File: config.mk
export PLATFORM = sky130hd
export DESIGN_NAME = mtdws_cfg
export DESIGN_NICKNAME = d
export VERILOG_FILES = /design/src/rtl/max_two_disjoint_window_sums_top_defines.svh /design/src/rtl/mtdws_pkg.sv /design/src/rtl/mtdws_cfg.sv
export SDC_FILE = /design/constraint.sdc
export NUM_CORES = 1
export LEC_CHECK = 0
export ABC_AREA = 1
export BUFFER_PORTS_ARGS = -buffer_cell sky130_fd_sc_hd__clkbuf_2
export CAP_MARGIN = 0
export CORE_MARGIN = 4
export CORE_UTILIZATION = 35
export CTS_BUF_LIST = sky130_fd_sc_hd__clkbuf_4
export CTS_CLUSTER_DIAMETER = 80
export DETAILED_ROUTE_END_ITERATION = 7
export PLACE_DENSITY = 0.73
export SLEW_MARGIN = 10
export SYNTH_ARGS = -nofsm -noshare
export SYNTH_HDL_FRONTEND = slang
export SYNTH_SLANG_ARGS = --single-unit
File: constraint.sdc
create_clock -name i_clk -period 2.26 [get_ports i_clk]
set_clock_uncertainty 0.15 [all_clocks]
set_input_delay 0.452 -clock i_clk [delete_from_list [all_inputs] [get_ports i_clk]]
set_output_delay 0.452 -clock i_clk [all_outputs]
set_load 0.05 [all_outputs]
File: src/rtl/max_two_disjoint_window_sums_top_defines.svh
// Assertion macros for the two-window best-sum block.
// Used by the core module to check its own control logic; no other dependencies.
`ifndef MAX_TWO_DISJOINT_WINDOW_SUMS_TOP_DEFINES_SVH
`define MAX_TWO_DISJOINT_WINDOW_SUMS_TOP_DEFINES_SVH

`ifndef SYNTHESIS
// Check a condition at every clock edge outside reset
`define MTDWS_ASSERT(label, expr, msg) \
    label: assert property (@(posedge i_clk) disable iff (!i_rst_n) (expr)) \
        else $error(msg);
// Check that a condition leads to another in the next cycle
`define MTDWS_ASSERT_NEXT(label, ante, cons, msg) \
    label: assert property (@(posedge i_clk) disable iff (!i_rst_n) (ante) |=> (cons)) \
        else $error(msg);
`else
`define MTDWS_ASSERT(label, expr, msg)
`define MTDWS_ASSERT_NEXT(label, ante, cons, msg)
`endif

`endif

File: src/rtl/mtdws_pkg.sv
// Package for the two-window best-sum block: widths, register indexes, types, helpers.
// No dependencies; used by every other RTL file except the assertion macro header.
`default_nettype none

package mtdws_pkg;

    localparam int MAX_WIN    = 64;
    localparam int HIST_DEPTH = 2 * MAX_WIN;
    localparam int PTR_W      = $clog2(HIST_DEPTH);
    localparam int VAL_W      = 16;
    localparam int LEN_W      = 7;
    localparam int EFF_W      = $clog2(MAX_WIN + 1);
    localparam int CNT_W      = $clog2(HIST_DEPTH + 1);
    localparam int SUM_W      = $clog2(MAX_WIN * (2 ** VAL_W - 1) + 1);
    localparam int TOT_W      = 23;
    localparam int ADDR_W     = 3;
    localparam int DATA_W     = 32;

    // Register indexes, matched against address bit 2 (byte address is index times four)
    localparam logic REG_K_LEN = 1'b0;
    localparam logic REG_L_LEN = 1'b1;

    localparam logic [LEN_W-1:0] K_LEN_RST = LEN_W'(3);
    localparam logic [LEN_W-1:0] L_LEN_RST = LEN_W'(2);

    // Effective window lengths and their sum
    typedef struct packed {
        logic [EFF_W-1:0] k_eff;
        logic [EFF_W-1:0] l_eff;
        logic [CNT_W-1:0] both;
    } t_cfg;

    // History write request
    typedef struct packed {
        logic             en;
        logic [PTR_W-1:0] addr;
        logic [VAL_W-1:0] data;
    } t_hist_wr;

    // History read addresses, one per lag
    typedef struct packed {
        logic [PTR_W-1:0] a_k;
        logic [PTR_W-1:0] a_l;
        logic [PTR_W-1:0] a_b;
    } t_rd_addr;

    // History read data, one per lag
    typedef struct packed {
        logic [VAL_W-1:0] d_k;
        logic [VAL_W-1:0] d_l;
        logic [VAL_W-1:0] d_b;
    } t_rd_data;

    // Clamp a raw length to 1..MAX_WIN
    function automatic logic [EFF_W-1:0] eff_len(input logic [LEN_W-1:0] r);
        logic [EFF_W-1:0] e;
        if (r == '0) begin
            e = EFF_W'(1);
        end else if (int'(r) > MAX_WIN) begin
            e = EFF_W'(MAX_WIN);
        end else begin
            e = EFF_W'(r);
        end
        return e;
    endfunction

    // Ring position lag entries behind wp, 1 <= lag <= HIST_DEPTH
    function automatic logic [PTR_W-1:0] ring_back(input logic [PTR_W-1:0] wp,
                                                   input logic [CNT_W-1:0] lag);
        logic [CNT_W:0] t;
        t = (CNT_W+1)'(wp) + (CNT_W+1)'(HIST_DEPTH) - (CNT_W+1)'(lag);
        if (t >= (CNT_W+1)'(HIST_DEPTH)) begin
            t = t - (CNT_W+1)'(HIST_DEPTH);
        end
        return PTR_W'(t);
    endfunction

    // Advance a ring pointer by one
    function automatic logic [PTR_W-1:0] ring_inc(input logic [PTR_W-1:0] wp);
        logic [PTR_W-1:0] n;
        if (wp == PTR_W'(HIST_DEPTH - 1)) begin
            n = '0;
        end else begin
            n = wp + PTR_W'(1);
        end
        return n;
    endfunction

endpackage

`default_nettype wire

File: src/rtl/mtdws_cfg.sv
// APB-style register file for the window lengths, with length clamping.
// Depends on mtdws_pkg.
`default_nettype none

module mtdws_cfg (
    input  wire logic                           i_clk,
    input  wire logic                           i_rst_n,
    input  wire logic                           i_psel,
    input  wire logic                           i_penable,
    input  wire logic                           i_pwrite,
    input  wire logic [mtdws_pkg::ADDR_W-1:0]   i_paddr,
    input  wire logic [mtdws_pkg::DATA_W-1:0]   i_pwdata,
    output logic      [mtdws_pkg::DATA_W-1:0]   o_prdata,
    output mtdws_pkg::t_cfg                     o_cfg,
    output logic                                o_cfg_wr
);

    logic [mtdws_pkg::LEN_W-1:0] r_k_len;
    logic [mtdws_pkg::LEN_W-1:0] r_l_len;
    logic                        reg_sel;
    logic                        wr_en;

    // Registers are word aligned: bit 2 of the address selects one
    assign reg_sel  = i_paddr[2];
    assign wr_en    = i_psel && i_penable && i_pwrite;
    assign o_cfg_wr = wr_en;

    // Write the selected length register
    always_ff @(posedge i_clk) begin
        if (!i_rst_n) begin
            r_k_len <= mtdws_pkg::K_LEN_RST;
            r_l_len <= mtdws_pkg::L_LEN_RST;
        end else if (wr_en) begin
            case (reg_sel)
                mtdws_pkg::REG_K_LEN: r_k_len <= i_pwdata[mtdws_pkg::LEN_W-1:0];
                mtdws_pkg::REG_L_LEN: r_l_len <= i_pwdata[mtdws_pkg::LEN_W-1:0];
                default: ;
            endcase
        end
    end

    // Read back the raw register value
    always_comb begin
        case (reg_sel)
            mtdws_pkg::REG_K_LEN: o_prdata = mtdws_pkg::DATA_W'(r_k_len);
            mtdws_pkg::REG_L_LEN: o_prdata = mtdws_pkg::DATA_W'(r_l_len);
            default:              o_prdata = '0;
        endcase
    end

    // Clamp lengths and form their sum
    always_comb begin
        o_cfg.k_eff = mtdws_pkg::eff_len(r_k_len);
        o_cfg.l_eff = mtdws_pkg::eff_len(r_l_len);
        o_cfg.both  = mtdws_pkg::CNT_W'(o_cfg.k_eff) + mtdws_pkg::CNT_W'(o_cfg.l_eff);
    end

endmodule

`default_nettype wire

==> results <==
- The flow ran to the end, but the final reports show violations.
- The final reports fail on negative setup slack.
- In this run the cell area of the synthesized design comes to 0.00120 mm2.
- Synthesis produced a netlist whose cell count is 191.
- The initial utilization of the core area, before any placement, comes to 0.360.
- The path depth of the worst reg2reg path is 3.
- In this run the register-to-register setup slack is about 1200 ps.
- The yosys synthesis warning count is 0.
- In this run the worst setup path begins at r_l_len[4].
- From synthesis to final layout, the design area changed by 68.8%.
- Based on the critical path, the design can be clocked at up to around 350 MHz.
- The worst hold path belongs to the class in -> reg.
- The number of core rows is 21.
- The routed design has 3430 um of wire.
- The number of antenna violations at the first check in global routing is 0.
- The count of non-filler cells in the finished layout is 313.
- Of the post-synthesis cell area, the dominant cell type holds 0.233.
- The worst register-to-register path begins at r_k_len[6].
- The CTS tree is built.
- The number of design rule violations left after detail routing is 0.
- The core outline area is roughly 0.0033 mm2.
- The number of detailed-route iterations in the first pass is 4.
- At the placement stage, the worst setup path has a slack of -277 ps.
- The global-route total usage across every layer is 0.149.
- Of the cells placed in the final design, the portion with a size suffix greater than 1 is 0.506.
- Using the TritonRoute via totals, the vias-per-cell ratio works out to 4.30.
- Dividing total power by cell area gives a power density of between 400 and 500 mW/mm2.
- The aggregate global routing overflow is 0.
- The category of the worst setup path launch point is a register.
- The most common cell after layout, fill and taps aside is buf_4.
- The xor and xnor area share after synthesis is 0.0219.
- The synthesis-stage register bit count is 14.
- Counting distinct cell types in the post-synthesis netlist gives 21.
- The maximum number of pins on one net before global-route repair is 16.
- The number of buffer cells added on primary ports is 42.
- The critical path required time is 1660 ps.
- The overall via count from detail_route is 1347.
- The maximum fanout along the worst path is 3.
- The top-level port count is 95.
- Among the stages of the critical path, the cell type that occurs most often is nor2_4.
- The post-synthesis adder-cell area fraction is 0.0895.
- The final number of hold-violating endpoints came to 0.
- The critical path goes through nor2_2 > nand3_2 > buf_6 > o21ai_4 > ha_4 > inv_2 > fa_2 > nor2_4 > nor2_4 > xnor2_4 > buf_12.
- The mean instance size in the synthesized netlist is between 6 and 7 um2.
- The H-tree depth is 1.
- The number of placed instances, taps included is 306.
- The number of clock sinks seen by CTS is 14.
- The via count of the first global-routing pass is between 1000 and 1500.
- The die span in y is 66.6 um.
- Fill cells in the final layout number 328.
- In this run the deepest clock path goes through 2 buffers.
- Among all stages on the critical path, the largest delay is contributed by fa_2.
- The sequential area share after synthesis is 0.233.
- The number of max-cap violations is 0.
- Measured along the x axis, the die boundary spans 66.6 um.
- The placer congestion estimate is 0.795.
- dfxtp_1 takes more of the synthesized area than any other cell.
- The share of cell area taken by muxes after synthesis is 0.
- The maximum ir drop on the vdd rail is ~0.18 mV.
- Clock tree synthesis selected as its root buffer the cell clkbuf_4.
- The number of nets in the layout is 316.
- Setup violations remaining at the end of the flow were counted as 7.
- The main combinational cell family by area after synthesis is simple AND/OR/NAND/NOR gates.
- Dividing the final minimum period by the clock period gives 1.27.
- The largest single stage delay on the critical path is 430 ps.
- The complex-gate fraction of the synthesized area is 0.114.
- Summed over all cells, the static leakage comes to 1.08 nW.
- The setup slack after layout is -606 ps.
- The hold buffer count at cts is 0.
- The final-report max-slew violation count is 0.
- The shortest period the worst path allows is about 2900 ps.
- Dividing the detail-routed wire length by the instance count gives 11.0 um.
- The arrival time at the worst endpoint is 2260 ps.
- In the layout the commonest cells are buf_4 (37), clkbuf_2 (31), nor2_1 (27).
- The worst register-to-register path ends at r_k_len[6].
- The simple-gate share of the synthesized area is 0.280.
- The number of buffers added by the clock tree synthesis step is 3.
- The termination of the worst setup path is o_cfg[4].
- Detailed placement finished with a half-perimeter wire length of 2660 um.
- The later pin in the worst-skew pair is clocked with a latency of roughly 290 ps.
- The final antenna-violating net count is 0.
- The element type at the critical path end is a primary output.
- The first global-routing pass estimated 5130 um of wire.
- The total die area is 0.00444 mm2.
- The clock transition at the register clock pins on the worst setup and hold paths after CTS is 90 ps.
- The detailed router finished its first iteration with 30 violations.
- The critical path is of the reg -> out type.
- Setup repair after global routing could not meet its margin everywhere.
- Ranked by total cell area, the synthesized netlist is headed by dfxtp_1 (23%), buf_4 (16%), nor2_1 (12%).
- The number of antenna diodes in the final layout is 0.
==> flip-flops by register name, indices dropped and copies added, names as in the netlist <==
name     flops
r_l_len      7
r_k_len      7
==> critical path: cells and delay by family (launching register included) <==
kind                       cells  cell delay (ps)
buffers and inverters          3              320
AOI/OAI and AO/OA              1              160
adders and majority gates      2              600
and+or+nand+nor                4              420
xor gates and xnor gates       1              150
DFF                            1              340
==> per-stage QoR <==
stage	TNS, ps	power, mW	cell area [um2]	util	hold WS [ps]
3_3_place_gp	-1280	0.717	1860	0.557	366
2_1_floorplan	-3070	0.613	1450	-	349
4_1_cts	-3100	0.890	1970	0.591	247
5_1_grt	-4300	0.938	2030	0.608	250
6_report	-3520	0.895	2030	0.608	245
3_5_place_dp	-1310	0.721	1860	0.557	375
==> what timing repair did <==
| item | 4_1_cts | 5_1_grt |
|---|---|---|
| setup buffers | 2 | 1 |
| setup endpoints to repair | 7 | 12 |
| pin swaps | 14 | 12 |
| gates resized for setup | 18 | 22 |
==> routing by layer <==
metal  track usage  wire (um)  share of wire  vias up
met3        0.0253        225          0.066        4
met1         0.187       1390           0.41      598
li1              -          -              -      696
met4        0.0508         46          0.013        0
met2         0.255       1770           0.51       49
met5             0          0              0        -
==> cells in the mapped netlist (all sizes together) <==
cell type	count
buf	27
o211ai	3
fa	1
nand3	5
clkbuf	3
ha	7
o21ai	18
dfxtp	14
conb	1
xnor2	3
or2	1
a21oi	5
nand4	2
nand2	32
nor2	42
inv	27
==> logic make-up (layout without fill, tap and decap cells) <==
group	count (synthesis)	count (layout)
fa+ha+maj	8	8
buf+inv	57	109
compound gates	26	26
flops	14	14
xor+xnor	3	3
other cells	1	25
simple gates	82	82
==> report_power, final <==
part           switching (mW)  internal, mW
logic                   0.321         0.159
registers             0.00746         0.256
clock network          0.0877        0.0642
==> cell type report <==
| type | count | area, um2 | area share |
|---|---|---|---|
| flip-flops and latches | 14 | 288 | 0.142 |
| multi-input cells | 144 | 953 | 0.470 |
| clock buffers | 3 | 22.5 | 0.0111 |
| inverters | 27 | 101 | 0.0499 |
| well taps | 46 | 57.6 | 0.0284 |
| clock inverters | 1 | 3.75 | 0.00185 |
| repair buffers | 78 | 603 | 0.297 |
==> worst min-delay path by stage <==
stage,start,end,slack [ps],depth (start not counted)
6_report,i_pwdata[1],r_k_len[1],240,3
3_5_place_dp,r_k_len[3],r_k_len[3],380,2
4_1_cts,i_pwdata[1],r_k_len[1],250,3
5_1_grt,i_pwdata[1],r_k_len[1],250,3
2_1_floorplan,r_k_len[2],r_k_len[2],350,2
3_3_place_gp,r_k_len[3],r_k_len[3],370,2
Note: power is estimated with default switching activity, not from simulation.
