`src/rtl/max_two_disjoint_window_sums_top_defines.svh`:
```
// Assertion macros for the two-window best-sum block.
// Used by the core module to check its own control logic; no other dependencies.
`ifndef MAX_TWO_DISJOINT_WINDOW_SUMS_TOP_DEFINES_SVH
`define MAX_TWO_DISJOINT_WINDOW_SUMS_TOP_DEFINES_SVH

`ifndef SYNTHESIS
// Check a condition at every clock edge outside reset
`define MTDWS_ASSERT(label, expr, msg) \
    label: assert property (@(posedge i_clk) disable iff (!i_rst_n) (expr)) \
        else $error(msg);
// Check that a condition leads to another in the next cycle
`define MTDWS_ASSERT_NEXT(label, ante, cons, msg) \
    label: assert property (@(posedge i_clk) disable iff (!i_rst_n) (ante) |=> (cons)) \
        else $error(msg);
`else
`define MTDWS_ASSERT(label, expr, msg)
`define MTDWS_ASSERT_NEXT(label, ante, cons, msg)
`endif

`endif

```
`src/rtl/mtdws_pkg.sv`:
```
// Package for the two-window best-sum block: widths, register indexes, types, helpers.
// No dependencies; used by every other RTL file except the assertion macro header.
`default_nettype none

package mtdws_pkg;

    localparam int MAX_WIN    = 64;
    localparam int HIST_DEPTH = 2 * MAX_WIN;
    localparam int PTR_W      = $clog2(HIST_DEPTH);
    localparam int VAL_W      = 16;
    localparam int LEN_W      = 7;
    localparam int EFF_W      = $clog2(MAX_WIN + 1);
    localparam int CNT_W      = $clog2(HIST_DEPTH + 1);
    localparam int SUM_W      = $clog2(MAX_WIN * (2 ** VAL_W - 1) + 1);
    localparam int TOT_W      = 23;
    localparam int ADDR_W     = 3;
    localparam int DATA_W     = 32;

    // Register indexes, matched against address bit 2 (byte address is index times four)
    localparam logic REG_K_LEN = 1'b0;
    localparam logic REG_L_LEN = 1'b1;

    localparam logic [LEN_W-1:0] K_LEN_RST = LEN_W'(3);
    localparam logic [LEN_W-1:0] L_LEN_RST = LEN_W'(2);

    // Effective window lengths and their sum
    typedef struct packed {
        logic [EFF_W-1:0] k_eff;
        logic [EFF_W-1:0] l_eff;
        logic [CNT_W-1:0] both;
    } t_cfg;

    // History write request
    typedef struct packed {
        logic             en;
        logic [PTR_W-1:0] addr;
        logic [VAL_W-1:0] data;
    } t_hist_wr;

    // History read addresses, one per lag
    typedef struct packed {
        logic [PTR_W-1:0] a_k;
        logic [PTR_W-1:0] a_l;
        logic [PTR_W-1:0] a_b;
    } t_rd_addr;

    // History read data, one per lag
    typedef struct packed {
        logic [VAL_W-1:0] d_k;
        logic [VAL_W-1:0] d_l;
        logic [VAL_W-1:0] d_b;
    } t_rd_data;

    // Clamp a raw length to 1..MAX_WIN
    function automatic logic [EFF_W-1:0] eff_len(input logic [LEN_W-1:0] r);
        logic [EFF_W-1:0] e;
        if (r == '0) begin
            e = EFF_W'(1);
        end else if (int'(r) > MAX_WIN) begin
            e = EFF_W'(MAX_WIN);
        end else begin
            e = EFF_W'(r);
        end
        return e;
    endfunction

    // Ring position lag entries behind wp, 1 <= lag <= HIST_DEPTH
    function automatic logic [PTR_W-1:0] ring_back(input logic [PTR_W-1:0] wp,
                                                   input logic [CNT_W-1:0] lag);
        logic [CNT_W:0] t;
        t = (CNT_W+1)'(wp) + (CNT_W+1)'(HIST_DEPTH) - (CNT_W+1)'(lag);
        if (t >= (CNT_W+1)'(HIST_DEPTH)) begin
            t = t - (CNT_W+1)'(HIST_DEPTH);
        end
        return PTR_W'(t);
    endfunction

    // Advance a ring pointer by one
    function automatic logic [PTR_W-1:0] ring_inc(input logic [PTR_W-1:0] wp);
        logic [PTR_W-1:0] n;
        if (wp == PTR_W'(HIST_DEPTH - 1)) begin
            n = '0;
        end else begin
            n = wp + PTR_W'(1);
        end
        return n;
    endfunction

endpackage

`default_nettype wire

```
`src/rtl/mtdws_ifs.sv`:
```
// Valid/ready channel interfaces for input items and result items.
// Depends on mtdws_pkg for field widths.
`default_nettype none

interface mtdws_in_if;
    logic                         valid;
    logic                         ready;
    logic [mtdws_pkg::VAL_W-1:0]  value;
    logic                         last;

    modport source (output valid, output value, output last, input ready);
    modport sink   (input valid, input value, input last, output ready);
endinterface

interface mtdws_out_if;
    logic                         valid;
    logic                         ready;
    logic [mtdws_pkg::TOT_W-1:0]  best_sum;
    logic                         status;

    modport source (output valid, output best_sum, output status, input ready);
    modport sink   (input valid, input best_sum, input status, output ready);
endinterface

`default_nettype wire

```
`src/rtl/mtdws_core.sv`:
```
// Input register, running window sums and bests, and result register.
// Depends on mtdws_pkg, the channel interfaces and the assertion macro header.
`default_nettype none
`include "max_two_disjoint_window_sums_top_defines.svh"

module mtdws_core (
    input  wire logic                 i_clk,
    input  wire logic                 i_rst_n,
    mtdws_in_if.sink                  i_in,
    mtdws_out_if.source               o_out,
    input  wire mtdws_pkg::t_cfg      i_cfg,
    input  wire logic                 i_cfg_wr,
    output mtdws_pkg::t_hist_wr       o_hist_wr,
    output mtdws_pkg::t_rd_addr       o_rd_addr,
    input  wire mtdws_pkg::t_rd_data  i_rd_data
);

    // Input register
    logic                         r_in_valid;
    logic [mtdws_pkg::VAL_W-1:0]  r_value;
    logic                         r_last;

    // Sequence state
    logic [mtdws_pkg::PTR_W-1:0]  r_wp,  n_wp;
    logic [mtdws_pkg::CNT_W-1:0]  r_cnt, n_cnt;
    logic [mtdws_pkg::SUM_W-1:0]  r_sk,  n_sk;
    logic [mtdws_pkg::SUM_W-1:0]  r_sl,  n_sl;
    logic [mtdws_pkg::SUM_W-1:0]  r_skl, n_skl;
    logic [mtdws_pkg::SUM_W-1:0]  r_sll, n_sll;
    logic [mtdws_pkg::SUM_W-1:0]  r_bk,  n_bk;
    logic [mtdws_pkg::SUM_W-1:0]  r_bl,  n_bl;
    logic [mtdws_pkg::TOT_W-1:0]  r_bt,  n_bt;

    // Result register
    logic                         r_out_valid;
    logic [mtdws_pkg::TOT_W-1:0]  r_best_sum, n_best_sum;
    logic                         r_status,   n_status;

    logic                         proc;
    logic                         seq_clear;
    logic                         ge_k, ge_l, ge_b;
    logic [mtdws_pkg::SUM_W-1:0]  sub_k, sub_l, sub_b;
    logic [mtdws_pkg::SUM_W-1:0]  v_ext;
    logic [mtdws_pkg::CNT_W-1:0]  cnt_upd;
    logic                         full;
    logic [mtdws_pkg::TOT_W-1:0]  c1, c2, bt_a;

    // An item with no result never waits on the output side
    assign proc       = r_in_valid && (!r_last || !r_out_valid || o_out.ready);
    assign i_in.ready = !r_in_valid || proc;
    assign seq_clear  = i_cfg_wr || (proc && r_last);

    // Hold the accepted item
    always_ff @(posedge i_clk) begin
        if (!i_rst_n) begin
            r_in_valid <= 1'b0;
        end else if (i_in.ready) begin
            r_in_valid <= i_in.valid;
        end
    end

    always_ff @(posedge i_clk) begin
        if (i_in.valid && i_in.ready) begin
            r_value <= i_in.value;
            r_last  <= i_in.last;
        end
    end

    // Window updates for the item in the input register
    always_comb begin
        ge_k    = r_cnt >= mtdws_pkg::CNT_W'(i_cfg.k_eff);
        ge_l    = r_cnt >= mtdws_pkg::CNT_W'(i_cfg.l_eff);
        ge_b    = r_cnt >= i_cfg.both;
        sub_k   = ge_k ? mtdws_pkg::SUM_W'(i_rd_data.d_k) : '0;
        sub_l   = ge_l ? mtdws_pkg::SUM_W'(i_rd_data.d_l) : '0;
        sub_b   = ge_b ? mtdws_pkg::SUM_W'(i_rd_data.d_b) : '0;
        v_ext   = mtdws_pkg::SUM_W'(r_value);

        n_sk    = r_sk + v_ext - sub_k;
        n_sl    = r_sl + v_ext - sub_l;
        n_skl   = r_skl + sub_l - sub_b;
        n_sll   = r_sll + sub_k - sub_b;

        cnt_upd = (r_cnt < i_cfg.both) ? r_cnt + mtdws_pkg::CNT_W'(1) : r_cnt;
        full    = cnt_upd >= i_cfg.both;

        // Running bests only once both windows fit
        n_bk    = (full && (n_skl > r_bk)) ? n_skl : r_bk;
        n_bl    = (full && (n_sll > r_bl)) ? n_sll : r_bl;
        c1      = mtdws_pkg::TOT_W'(n_bk) + mtdws_pkg::TOT_W'(n_sl);
        c2      = mtdws_pkg::TOT_W'(n_bl) + mtdws_pkg::TOT_W'(n_sk);
        bt_a    = (c1 > r_bt) ? c1 : r_bt;
        n_bt    = full ? ((c2 > bt_a) ? c2 : bt_a) : r_bt;

        n_status   = !full;
        n_best_sum = full ? n_bt : '0;
        n_cnt      = cnt_upd;

        // Next write pointer also steers the history pre-read
        if (seq_clear) begin
            n_wp = '0;
        end else if (proc) begin
            n_wp = mtdws_pkg::ring_inc(r_wp);
        end else begin
            n_wp = r_wp;
        end
    end

    // Pre-read the three lagged entries for the next item
    assign o_rd_addr.a_k = mtdws_pkg::ring_back(n_wp, mtdws_pkg::CNT_W'(i_cfg.k_eff));
    assign o_rd_addr.a_l = mtdws_pkg::ring_back(n_wp, mtdws_pkg::CNT_W'(i_cfg.l_eff));
    assign o_rd_addr.a_b = mtdws_pkg::ring_back(n_wp, i_cfg.both);

    assign o_hist_wr.en   = proc;
    assign o_hist_wr.addr = r_wp;
    assign o_hist_wr.data = r_value;

    // Advance or clear the sequence state
    always_ff @(posedge i_clk) begin
        if (!i_rst_n || seq_clear) begin
            r_wp  <= '0;
            r_cnt <= '0;
            r_sk  <= '0;
            r_sl  <= '0;
            r_skl <= '0;
            r_sll <= '0;
            r_bk  <= '0;
            r_bl  <= '0;
            r_bt  <= '0;
        end else if (proc) begin
            r_wp  <= n_wp;
            r_cnt <= n_cnt;
            r_sk  <= n_sk;
            r_sl  <= n_sl;
            r_skl <= n_skl;
            r_sll <= n_sll;
            r_bk  <= n_bk;
            r_bl  <= n_bl;
            r_bt  <= n_bt;
        end
    end

    // Load the result on the last item, drop it once taken
    always_ff @(posedge i_clk) begin
        if (!i_rst_n) begin
            r_out_valid <= 1'b0;
        end else if (proc && r_last) begin
            r_out_valid <= 1'b1;
        end else if (o_out.ready) begin
            r_out_valid <= 1'b0;
        end
    end

    always_ff @(posedge i_clk) begin
        if (proc && r_last) begin
            r_best_sum <= n_best_sum;
            r_status   <= n_status;
        end
    end

    assign o_out.valid    = r_out_valid;
    assign o_out.best_sum = r_best_sum;
    assign o_out.status   = r_status;

    // Self checks
    `MTDWS_ASSERT(a_cnt_sat, r_cnt <= i_cfg.both, "item count above K+L")
    `MTDWS_ASSERT(a_wp_track, (r_cnt >= i_cfg.both) || (r_wp == r_cnt[mtdws_pkg::PTR_W-1:0]), "ptr skew")
    `MTDWS_ASSERT_NEXT(a_end_clear, proc && r_last, ~|{r_cnt, r_wp, r_bt}, "not cleared")
    `MTDWS_ASSERT(a_short_zero, !(r_out_valid && r_status) || ~|r_best_sum, "short sum not zero")

endmodule

`default_nettype wire

```
`src/flat_wrapper.sv`:
```
// flat-port wrapper written by rule: the top's interface ports become plain ports
module mtdws_core_flat 
  (i_clk, i_rst_n, i_cfg, i_cfg_wr, o_hist_wr, o_rd_addr, i_rd_data, i_in_valid, i_in_value, i_in_last, i_in_ready, o_out_valid, o_out_best_sum, o_out_status, o_out_ready);
  mtdws_in_if i_in_i ();
  mtdws_out_if o_out_i ();
  input  wire logic i_clk;
  input  wire logic i_rst_n;
  input  wire mtdws_pkg::t_cfg i_cfg;
  input  wire logic i_cfg_wr;
  output mtdws_pkg::t_hist_wr o_hist_wr;
  output mtdws_pkg::t_rd_addr o_rd_addr;
  input  wire mtdws_pkg::t_rd_data i_rd_data;
  input wire logic [$bits(i_in_i.valid)-1:0] i_in_valid;
  input wire logic [$bits(i_in_i.value)-1:0] i_in_value;
  input wire logic [$bits(i_in_i.last)-1:0] i_in_last;
  output wire logic [$bits(i_in_i.ready)-1:0] i_in_ready;
  output wire logic [$bits(o_out_i.valid)-1:0] o_out_valid;
  output wire logic [$bits(o_out_i.best_sum)-1:0] o_out_best_sum;
  output wire logic [$bits(o_out_i.status)-1:0] o_out_status;
  input wire logic [$bits(o_out_i.ready)-1:0] o_out_ready;
  assign i_in_i.valid = i_in_valid;
  assign i_in_i.value = i_in_value;
  assign i_in_i.last = i_in_last;
  assign i_in_ready = i_in_i.ready;
  assign o_out_valid = o_out_i.valid;
  assign o_out_best_sum = o_out_i.best_sum;
  assign o_out_status = o_out_i.status;
  assign o_out_i.ready = o_out_ready;
  mtdws_core u_core (.i_clk(i_clk), .i_rst_n(i_rst_n), .i_in(i_in_i), .o_out(o_out_i), .i_cfg(i_cfg), .i_cfg_wr(i_cfg_wr), .o_hist_wr(o_hist_wr), .o_rd_addr(o_rd_addr), .i_rd_data(i_rd_data));
endmodule
```
`config.mk`:
```
export PLATFORM = sky130hd
export DESIGN_NAME = mtdws_core_flat
export DESIGN_NICKNAME = d
export VERILOG_FILES = /design/src/rtl/mtdws_pkg.sv /design/src/rtl/mtdws_ifs.sv /design/src/rtl/mtdws_core.sv /design/src/flat_wrapper.sv
export VERILOG_INCLUDE_DIRS = /design/src /design/src/rtl
export SDC_FILE = /design/constraint.sdc
export NUM_CORES = 1
export LEC_CHECK = 0
export ABC_AREA = 1
export BUFFER_PORTS_ARGS = -buffer_cell sky130_fd_sc_hd__clkbuf_2
export CAP_MARGIN = 10
export CORE_ASPECT_RATIO = 0.9
export CORE_MARGIN = 2
export CORE_UTILIZATION = 60
export CTS_CLUSTER_SIZE = 24
export DETAILED_ROUTE_END_ITERATION = 7
export PLACE_DENSITY_LB_ADDON = 0.25
export SYNTH_ARGS = -nofsm -noshare
export SYNTH_HDL_FRONTEND = slang
export SYNTH_SLANG_ARGS = --single-unit
```
`constraint.sdc`:
```
create_clock -name i_clk -period 15.33 [get_ports i_clk]
set_clock_uncertainty 0.1 [all_clocks]
set_input_delay 1.533 -clock i_clk [delete_from_list [all_inputs] [get_ports i_clk]]
set_output_delay 1.533 -clock i_clk [all_outputs]
set_load 0.01 [all_outputs]
```
==> summary by stage, run 1 <==
Run status
The run finished with clean final reports.

Routing
The sum of met2 wire segment lengths after detailed routing is 28700 microns. The first routing iteration left 1797 violations. The detailed-route wire length per cell is 18.0 microns. For this run, design rule violations remaining after detail routing come to 0. The iteration count of the initial detailed-routing pass is 7. The via count is 20400.

The detailed router used layers up to and including met4. The detail route stage leaves a number of antenna-violating nets equal to 0. The wire length on met1 is 28400 microns. The number of vias per cell after detailed routing is 5.64. The met3 wirelength from detailed routing is 5460 microns. The final layout contains routed wiring with a total length of 65300 microns.

Clock tree
Gates resized during post-CTS repair numbered 0. The post-cts hold buffer count is 0. The buffer count from post-CTS setup fixing is 0.

The clock slew at the register clock pins of the worst setup and hold paths is 0.06 ns. The worst-case clock buffer depth is 3. The root buffer cell is sky130_fd_sc_hd__clkbuf_16. Clock latency on the worst-skew pair, taken at its later pin, is 0.58 ns. The clock net sink count is 213.

CTS built an H-tree with a depth of 1. TritonCTS built the clock tree. The number of clock buffers inserted by TritonCTS is 26.

Logic synthesis
The number of enable-type register cells in the synthesized netlist is 41. After synthesis the cells add up to 21000 sq um. In the synthesized netlist the dominant register cell turns out to be sky130_fd_sc_hd__dfxtp_1. The number of nets handed over by synthesis was 3439. The leading area contributor after synthesis is sky130_fd_sc_hd__dfxtp_1. The average cell area after synthesis is 6.99 sq um. In this run the biggest area consumer among cell types represents 16.4% of the synthesized area. The cell count after synthesis is 3006. For this run, the number of Yosys warnings is 0. Counting flops and latches in the post-synthesis netlist gives 213.

Among all cell types in the netlist, the one instantiated most often is sky130_fd_sc_hd__inv_1. The count of cell types in the netlist is 54. The sequential share of the synthesized area is 22.3%.

After synthesis, the share of flip-flops with an asynchronous set or reset is 0%. Ranked by instance count, the synthesized netlist is headed by sky130_fd_sc_hd__inv_1, sky130_fd_sc_hd__nand2_1, sky130_fd_sc_hd__a21oi_1. Sorting the synthesized cells by area gives the leading types as sky130_fd_sc_hd__dfxtp_1, sky130_fd_sc_hd__ha_1, sky130_fd_sc_hd__inv_1.

Global route
The first global-routing pass estimated 102000 microns of wire. The total track usage is 35.2%. The number of antenna violations at the first check in global routing was 0. The via count of the first global-routing pass was 19500. The maximum number of pins on one net before global-route repair is 96.

The total overflow left after global routing is 0.

Timing
The number of slew-limit violations in the final report is 0. After routing, the total negative slack on setup checks comes to 0 ns. The maximum achievable frequency is 74.8 MHz. The worst hold slack across all endpoints is 0.363 ns. The minimum period implied by the final worst setup slack is 13.37 ns. The number of hold-slack violations in the final timing report is 0. At the pin with the least slew margin, the transition time is 1.18 ns. The setup-violating endpoint count in the final report is 0. Setup repair after global routing left no endpoint under its margin. Headroom to the max-slew limit came out at 21.4%.

The fraction of the cycle the final worst path needs is 87.2%.

Setup path
The critical path endpoint category is a register. At the worst endpoint, the required time is 15.53 ns. The maximum fanout encountered on the critical timing path is 25. The kind of cell adding the most delay to the critical path is compound AO/OA/AOI/OAI gates. On the worst path, the slowest cell contributes a delay of 0.55 ns.

The worst setup path is launched from an input pin. Among all stages on the critical path, the largest delay is contributed by sky130_fd_sc_hd__a21boi_0. The data arrival time of the critical path is 13.57 ns. The cell that appears most often on the critical path is sky130_fd_sc_hd__nand2_1. The buffering stage count on the worst path with inverters included is 12.

The kind of critical path is in2reg.

Place
The half-perimeter wire length after placement is 52400 microns. The congestion estimate from routability-driven global placement came to 0.998. The number of port buffers is 162.

Job
The max-capacitance violation count is 0.

Power and ir drop
For this design the ratio of total power to cell area is 138 nW/um^2. The analysis attributes to cell leakage a power of 12.6 nW. The worst-case IR drop observed on VDD is 0.0000976 V.

Floorplanning
The die height is 181 microns. The placeable core region is 34300 sq um. Once the floorplan was initialized, standard cells occupied 61.3% of the core. The area of the die is 36500 sq um. For this design the top-level I/O count stands at 163. In this run the horizontal extent of the chip is 201 microns.

After floorplanning, the core was divided into 64 placement rows.

Cells and area
The final layout contains 3570 nets. The area growth from synthesis to layout is 10.0%. The number of fill cells is 3067. The fraction of final layout cells sized beyond drive strength 1 is 9.25%. The repair_antennas step left the layout with diodes totalling 0.

Hold path
The class of the most critical hold timing path is reg2reg.
## worst register-to-register path: cells and delay by family, from the launching register on
| family | cells | cell delay [ns] |
|---|---|---|
| AOI/OAI and AO/OA | 24 | 4.65 |
| xor gates and xnor gates | 1 | 0.31 |
| adders and majority gates | 7 | 2.34 |
| buffers and inverters | 12 | 1.75 |
| DFF | 1 | 0.33 |
| and+or+nand+nor | 26 | 3.08 |
## where the power goes
group | internal, W | switching, W
Sequential | 0.000592 | 0.0000106
Clock | 0.000362 | 0.000272
Combinational | 0.000667 | 0.00128
Total | 0.00162 | 0.00157
## layout make-up
class | instances | area (sq um) | share of cell area, %
Inverter | 691 | 2600 | 11.2
Clock inverter | 13 | 104 | 0.449
Timing Repair Buffer | 178 | 931 | 4.03
Tap cell | 462 | 578 | 2.50
Sequential cell | 213 | 4670 | 20.2
Multi-Input combinational cell | 2027 | 13400 | 58.2
Clock buffer | 34 | 783 | 3.39
## layer usage
metal,vias up,global-route usage (%)
met1,9507,47.4
met3,144,5.69
li1,9888,-
met4,0,14.1
met2,857,56.5
met5,-,0
## kinds of logic (layout without fill, tap and decap cells)
family | after synthesis | count (layout) | share of synthesized area [%]
compound gates | 688 | 688 | 17.5
xor+xnor | 137 | 137 | 5.82
fa+ha+maj | 341 | 341 | 22.8
buf+inv | 766 | 916 | 13.8
flops | 213 | 213 | 22.3
simple gates | 861 | 861 | 17.8
## state kept, by name, indices dropped and copies added, names as in the netlist, 7 cells and up, named ones only
signal	count
u_core.o_out.best_sum	23
u_core.r_value	16
u_core.r_sll	22
u_core.r_cnt	8
u_core.r_wp	7
u_core.r_skl	22
u_core.r_bl	22
u_core.r_bt	23
u_core.r_sl	22
u_core.r_sk	22
u_core.r_bk	21
## placed cells by master, fill, tap and decap left out, drive strengths merged, types with 3 or more instances in the layout
master | Yosys | layout
inv | 690 | 691
nand2 | 553 | 553
a21oi | 358 | 358
ha | 272 | 272
o21ai | 249 | 249
clkbuf | 50 | 196
dfxtp | 172 | 172
nor2 | 125 | 125
nand3 | 113 | 113
xor2 | 103 | 103
fa | 69 | 69
edfxtp | 41 | 41
xnor2 | 34 | 34
nand4 | 33 | 33
buf | 25 | 16
o21bai | 13 | 13
nor3 | 13 | 13
a31oi | 13 | 13
a211oi | 13 | 13
nor4 | 11 | 11
clkinv | 1 | 11
a21boi | 9 | 9
o21a | 8 | 8
o211ai | 7 | 7
a21o | 6 | 6
nand3b | 6 | 6
or2 | 5 | 5
o31ai | 3 | 3
## stage by stage
step	utilization [%]	std cells	area, sq um	total power (W)	setup WS [ns]
floorplan	-	3006	21000	0.00199	3.79
global placement	64.8	3571	22200	0.00245	2.02
detailed placement	64.8	3571	22200	0.00251	1.63
CTS	67.4	3618	23100	0.00315	2.18
global route	67.4	3618	23100	0.00344	0.778
finish	67.4	3618	23100	0.00319	1.96
## worst paths after layout
kind	from	end	slack (ns)	cells after the start
max	i_cfg[9]	u_core.o_out.best_sum[3]	1.96	70
min	u_core.r_sll[0]	u_core.r_sll[0]	0.36	2
max reg2reg	u_core.r_cnt[0]	u_core.o_out.best_sum[3]	2.51	70
min reg2reg	u_core.r_sll[0]	u_core.r_sll[0]	0.36	2
No activity file was read; power rests on OpenSTA's default activity.
==> run 2, diff against run 1 <==
- CELL_PAD_IN_SITES_DETAIL_PLACEMENT: not set -> 1
- CELL_PAD_IN_SITES_GLOBAL_PLACEMENT: not set -> 2
- CORE_UTILIZATION: 60 -> 35
==> run 2 against run 1 <==
Effect of this change:
- combinational power up 4%
- global-route usage down 10 points
- worst setup slack worse by 0.18 ns
- largest cell class unchanged
==> summary by stage, run 2 (synthesis results as in run 1) <==
Clock tree
The quantity of gates resized following cts is 0 (unchanged). The number of clock buffers inserted by TritonCTS is 29 (was 26). The worst-case clock buffer depth was 3 (unchanged). The TritonCTS clock tree is yes (unchanged). The buffer count from post-CTS setup fixing is 0 (unchanged). The post-cts hold buffer count is 0 (unchanged). The clock slew at the register clock pins of the worst setup and hold paths is 0.06 ns (about the same). The root buffer cell was sky130_fd_sc_hd__clkbuf_16 (unchanged). The number of levels the H-tree was split into is 1 (unchanged). The insertion delay of the later-clocked pin in the worst-skew pair is 0.61 ns (was 0.58 ns). The clock net sink count came to 213 (unchanged).

Setup path
The data arrival time of the critical path is 13.86 ns (was 13.57 ns). The most prevalent standard cell on the critical path was sky130_fd_sc_hd__nand2_1 (unchanged). The delay of the slowest cell on the worst path is 0.61 ns (was 0.55 ns). The maximum fanout encountered on the critical timing path is 25 (unchanged). The cell with the biggest individual delay on the critical path is sky130_fd_sc_hd__a21boi_0 (unchanged). The critical path endpoint category is a register (unchanged). The sort of element at the start of the critical path is an input pin (unchanged). The required arrival time at the worst endpoint is 15.64 ns (was 15.53 ns). The kind of critical path is in2reg (unchanged).

Timing
The number of hold-slack violations in the final timing report is 0 (unchanged). The minimum period implied by the final worst setup slack was 13.55 ns (was 13.37 ns). The fraction of the cycle the final worst path needs is 88.4% (was 87.2%). Unrepaired setup endpoints after global routing: false (unchanged).

The setup-violating endpoint count in the final report is 0 (unchanged). The worst hold slack across all endpoints was 0.363 ns (about the same). The maximum achievable frequency is 73.8 MHz (was 74.8 MHz). The transition time at the pin with the least slew margin is 1.10 ns (was 1.18 ns).

The remaining max-slew budget at the tightest pin is 26.5% (was 21.4%). The number of slew-limit violations in the final report was 0 (unchanged). The final setup TNS is 0 ns (unchanged).

Global route
The global-route wire length before repair came to 121000 microns (was 102000 microns). The total grt overflow is 0 (unchanged). The total track usage is 24.9% (was 35.2%). The maximum number of pins on one net before global-route repair came to 157 (was 96).

The number of antenna violations at the first check in global routing is 4 (was 0). The via count of the first global-routing pass is 20800 (was 19500).

Place
The last weighted congestion value of the routability-driven placer is 0.901 (was 0.998). The number of port buffers was 162 (unchanged). The half-perimeter wire length after placement was 64200 microns (was 52400 microns).

The cell area after placement came to 22700 sq um (was 22200 sq um).

Power and ir drop
The cell-internal power is 0.00169 W (was 0.00162 W). The power density over the cells is 141 nW/um^2 (was 138 nW/um^2). The proportion of power drawn by the clock network came to 21.2% (was 19.9%). The overall power after layout is 0.00334 W (was 0.00319 W). The static leakage is 12.6 nW (about the same). The worst-case vdd ir drop came to 0.0000895 V (was 0.0000976 V). The fraction of power spent switching nets is 49.4% (was 49.1%). The net load switching power is 0.00165 W (was 0.00157 W). The combinational share of power is 60.7% (was 61.2%). The sequential share of power is 18.1% (was 18.9%).

Routing
The number of vias per cell after detailed routing is 5.07 (was 5.64). The number of remaining DRC errors is 0 (unchanged). The final wirelength is 77700 microns (was 65300 microns).

The antenna violation net count after detailed routing was 0 (unchanged). The iteration count of the initial detailed-routing pass is 5 (was 7). The via count was 20000 (was 20400). The detailed-route wire length per cell is 19.7 microns (was 18.0 microns). The count of routing violations after the opening detailed-route iteration is 1092 (was 1797).

Floorplanning
The width of the die came to 262 microns (was 201 microns). The die height is 236 microns (was 181 microns). The placeable core region was 59600 sq um (was 34300 sq um). The number of cell rows is 85 (was 64).

The initial core utilization is 35.3% (was 61.3%). The area of the die is 62000 sq um (was 36500 sq um). The number of I/O pins was 163 (unchanged).

Cells and area
The area of all placed cells without fillers was 23600 sq um (was 23100 sq um). The leading cell type in the layout, fill and taps excluded is sky130_fd_sc_hd__inv_1 (unchanged). The fraction of final layout cells sized beyond drive strength 1 came to 9.26% (was 9.25%). Commonest cells after routing, fill and taps aside: sky130_fd_sc_hd__inv_1, sky130_fd_sc_hd__nand2_1, sky130_fd_sc_hd__a21oi_1, sky130_fd_sc_hd__ha_1, sky130_fd_sc_hd__o21ai_0 (unchanged). The layout overhead on the synthesized area came to 12.6% (was 10.0%). The number of fill cells was 7594 (was 3067). The total number of nets in the final design is 3578 (was 3570).

The multi-input gate area in the final layout came to 13400 sq um (unchanged). The post-route core utilization is 39.7% (was 67.4%). The total area of sequential cells is 4670 sq um (unchanged).

Job
The max-capacitance violation count is 0 (unchanged).

Run status
Result of the run: finished, final reports clean (unchanged).

Hold path
The class of the most critical hold timing path was reg2reg (unchanged).
## run 2: changes by cell type in the layout (fill, tap and decap cells not counted), sizes merged
cell,previous run,this run
bufinv,0,3
clkinv,11,10
diode,0,4
buf,16,21
clkbuf,196,198
clkinvlp,2,1
## run 2: power by group through the flow
stage	Clock [W]	Sequential, W	Combinational [W]
after CTS	0.000728	0.000605	0.00202
after global routing	0.000746	0.000607	0.00228
after detailed placement	0	0.000617	0.00201
final	0.000707	0.000605	0.00203
after floorplan	0	0.000613	0.00138
after global placement	0	0.000617	0.00197
## run 2: path summary, 6_finish.rpt
| kind | start | endpoint | slack [ns] | cells past startpoint |
|---|---|---|---|---|
| setup / recovery | i_cfg[9] | u_core.o_out.best_sum[12] | 1.78 | 68 |
| hold / removal | u_core.r_sll[0] | u_core.r_sll[0] | 0.36 | 2 |
| setup reg to reg | u_core.r_cnt[0] | u_core.o_out.best_sum[12] | 2.28 | 68 |
| hold reg to reg | u_core.r_sll[0] | u_core.r_sll[0] | 0.36 | 2 |
## run 2: metal layers
layer	global-route usage, %	share of wire [%]
met1	35.0	49
met2	40.0	44
met3	2.83	3.6
met4	7.80	3.4
met5	0	0
## run 2: per-stage QoR
| stage | std cells | worst slack, ns |
|---|---|---|
| floorplan | 3006 | 3.79 |
| global placement | 3897 | 1.39 |
| detailed placement | 3897 | 1.21 |
| CTS | 3947 | 1.80 |
| global route | 3950 | 0.363 |
| finish | 3951 | 1.78 |
## run 2: final cells by class
type	count	area share (%)
Timing Repair Buffer	183	4.15
Antenna cell	4	0.0423
Clock inverter	14	0.662
Tap cell	783	4.14
Sequential cell	213	19.8
Inverter	691	11.0
Clock buffer	36	3.39
Multi-Input combinational cell	2027	56.9
## run 2: critical path: cells and delay by family
kind	cells	cell delay [ns]
AO/OA/AOI/OAI	21	4.28
AND/OR/NAND/NOR	25	3.47
adder cells (fa/ha/maj)	7	2.51
buffers and inverters	14	1.85
XOR/XNOR	1	0.19
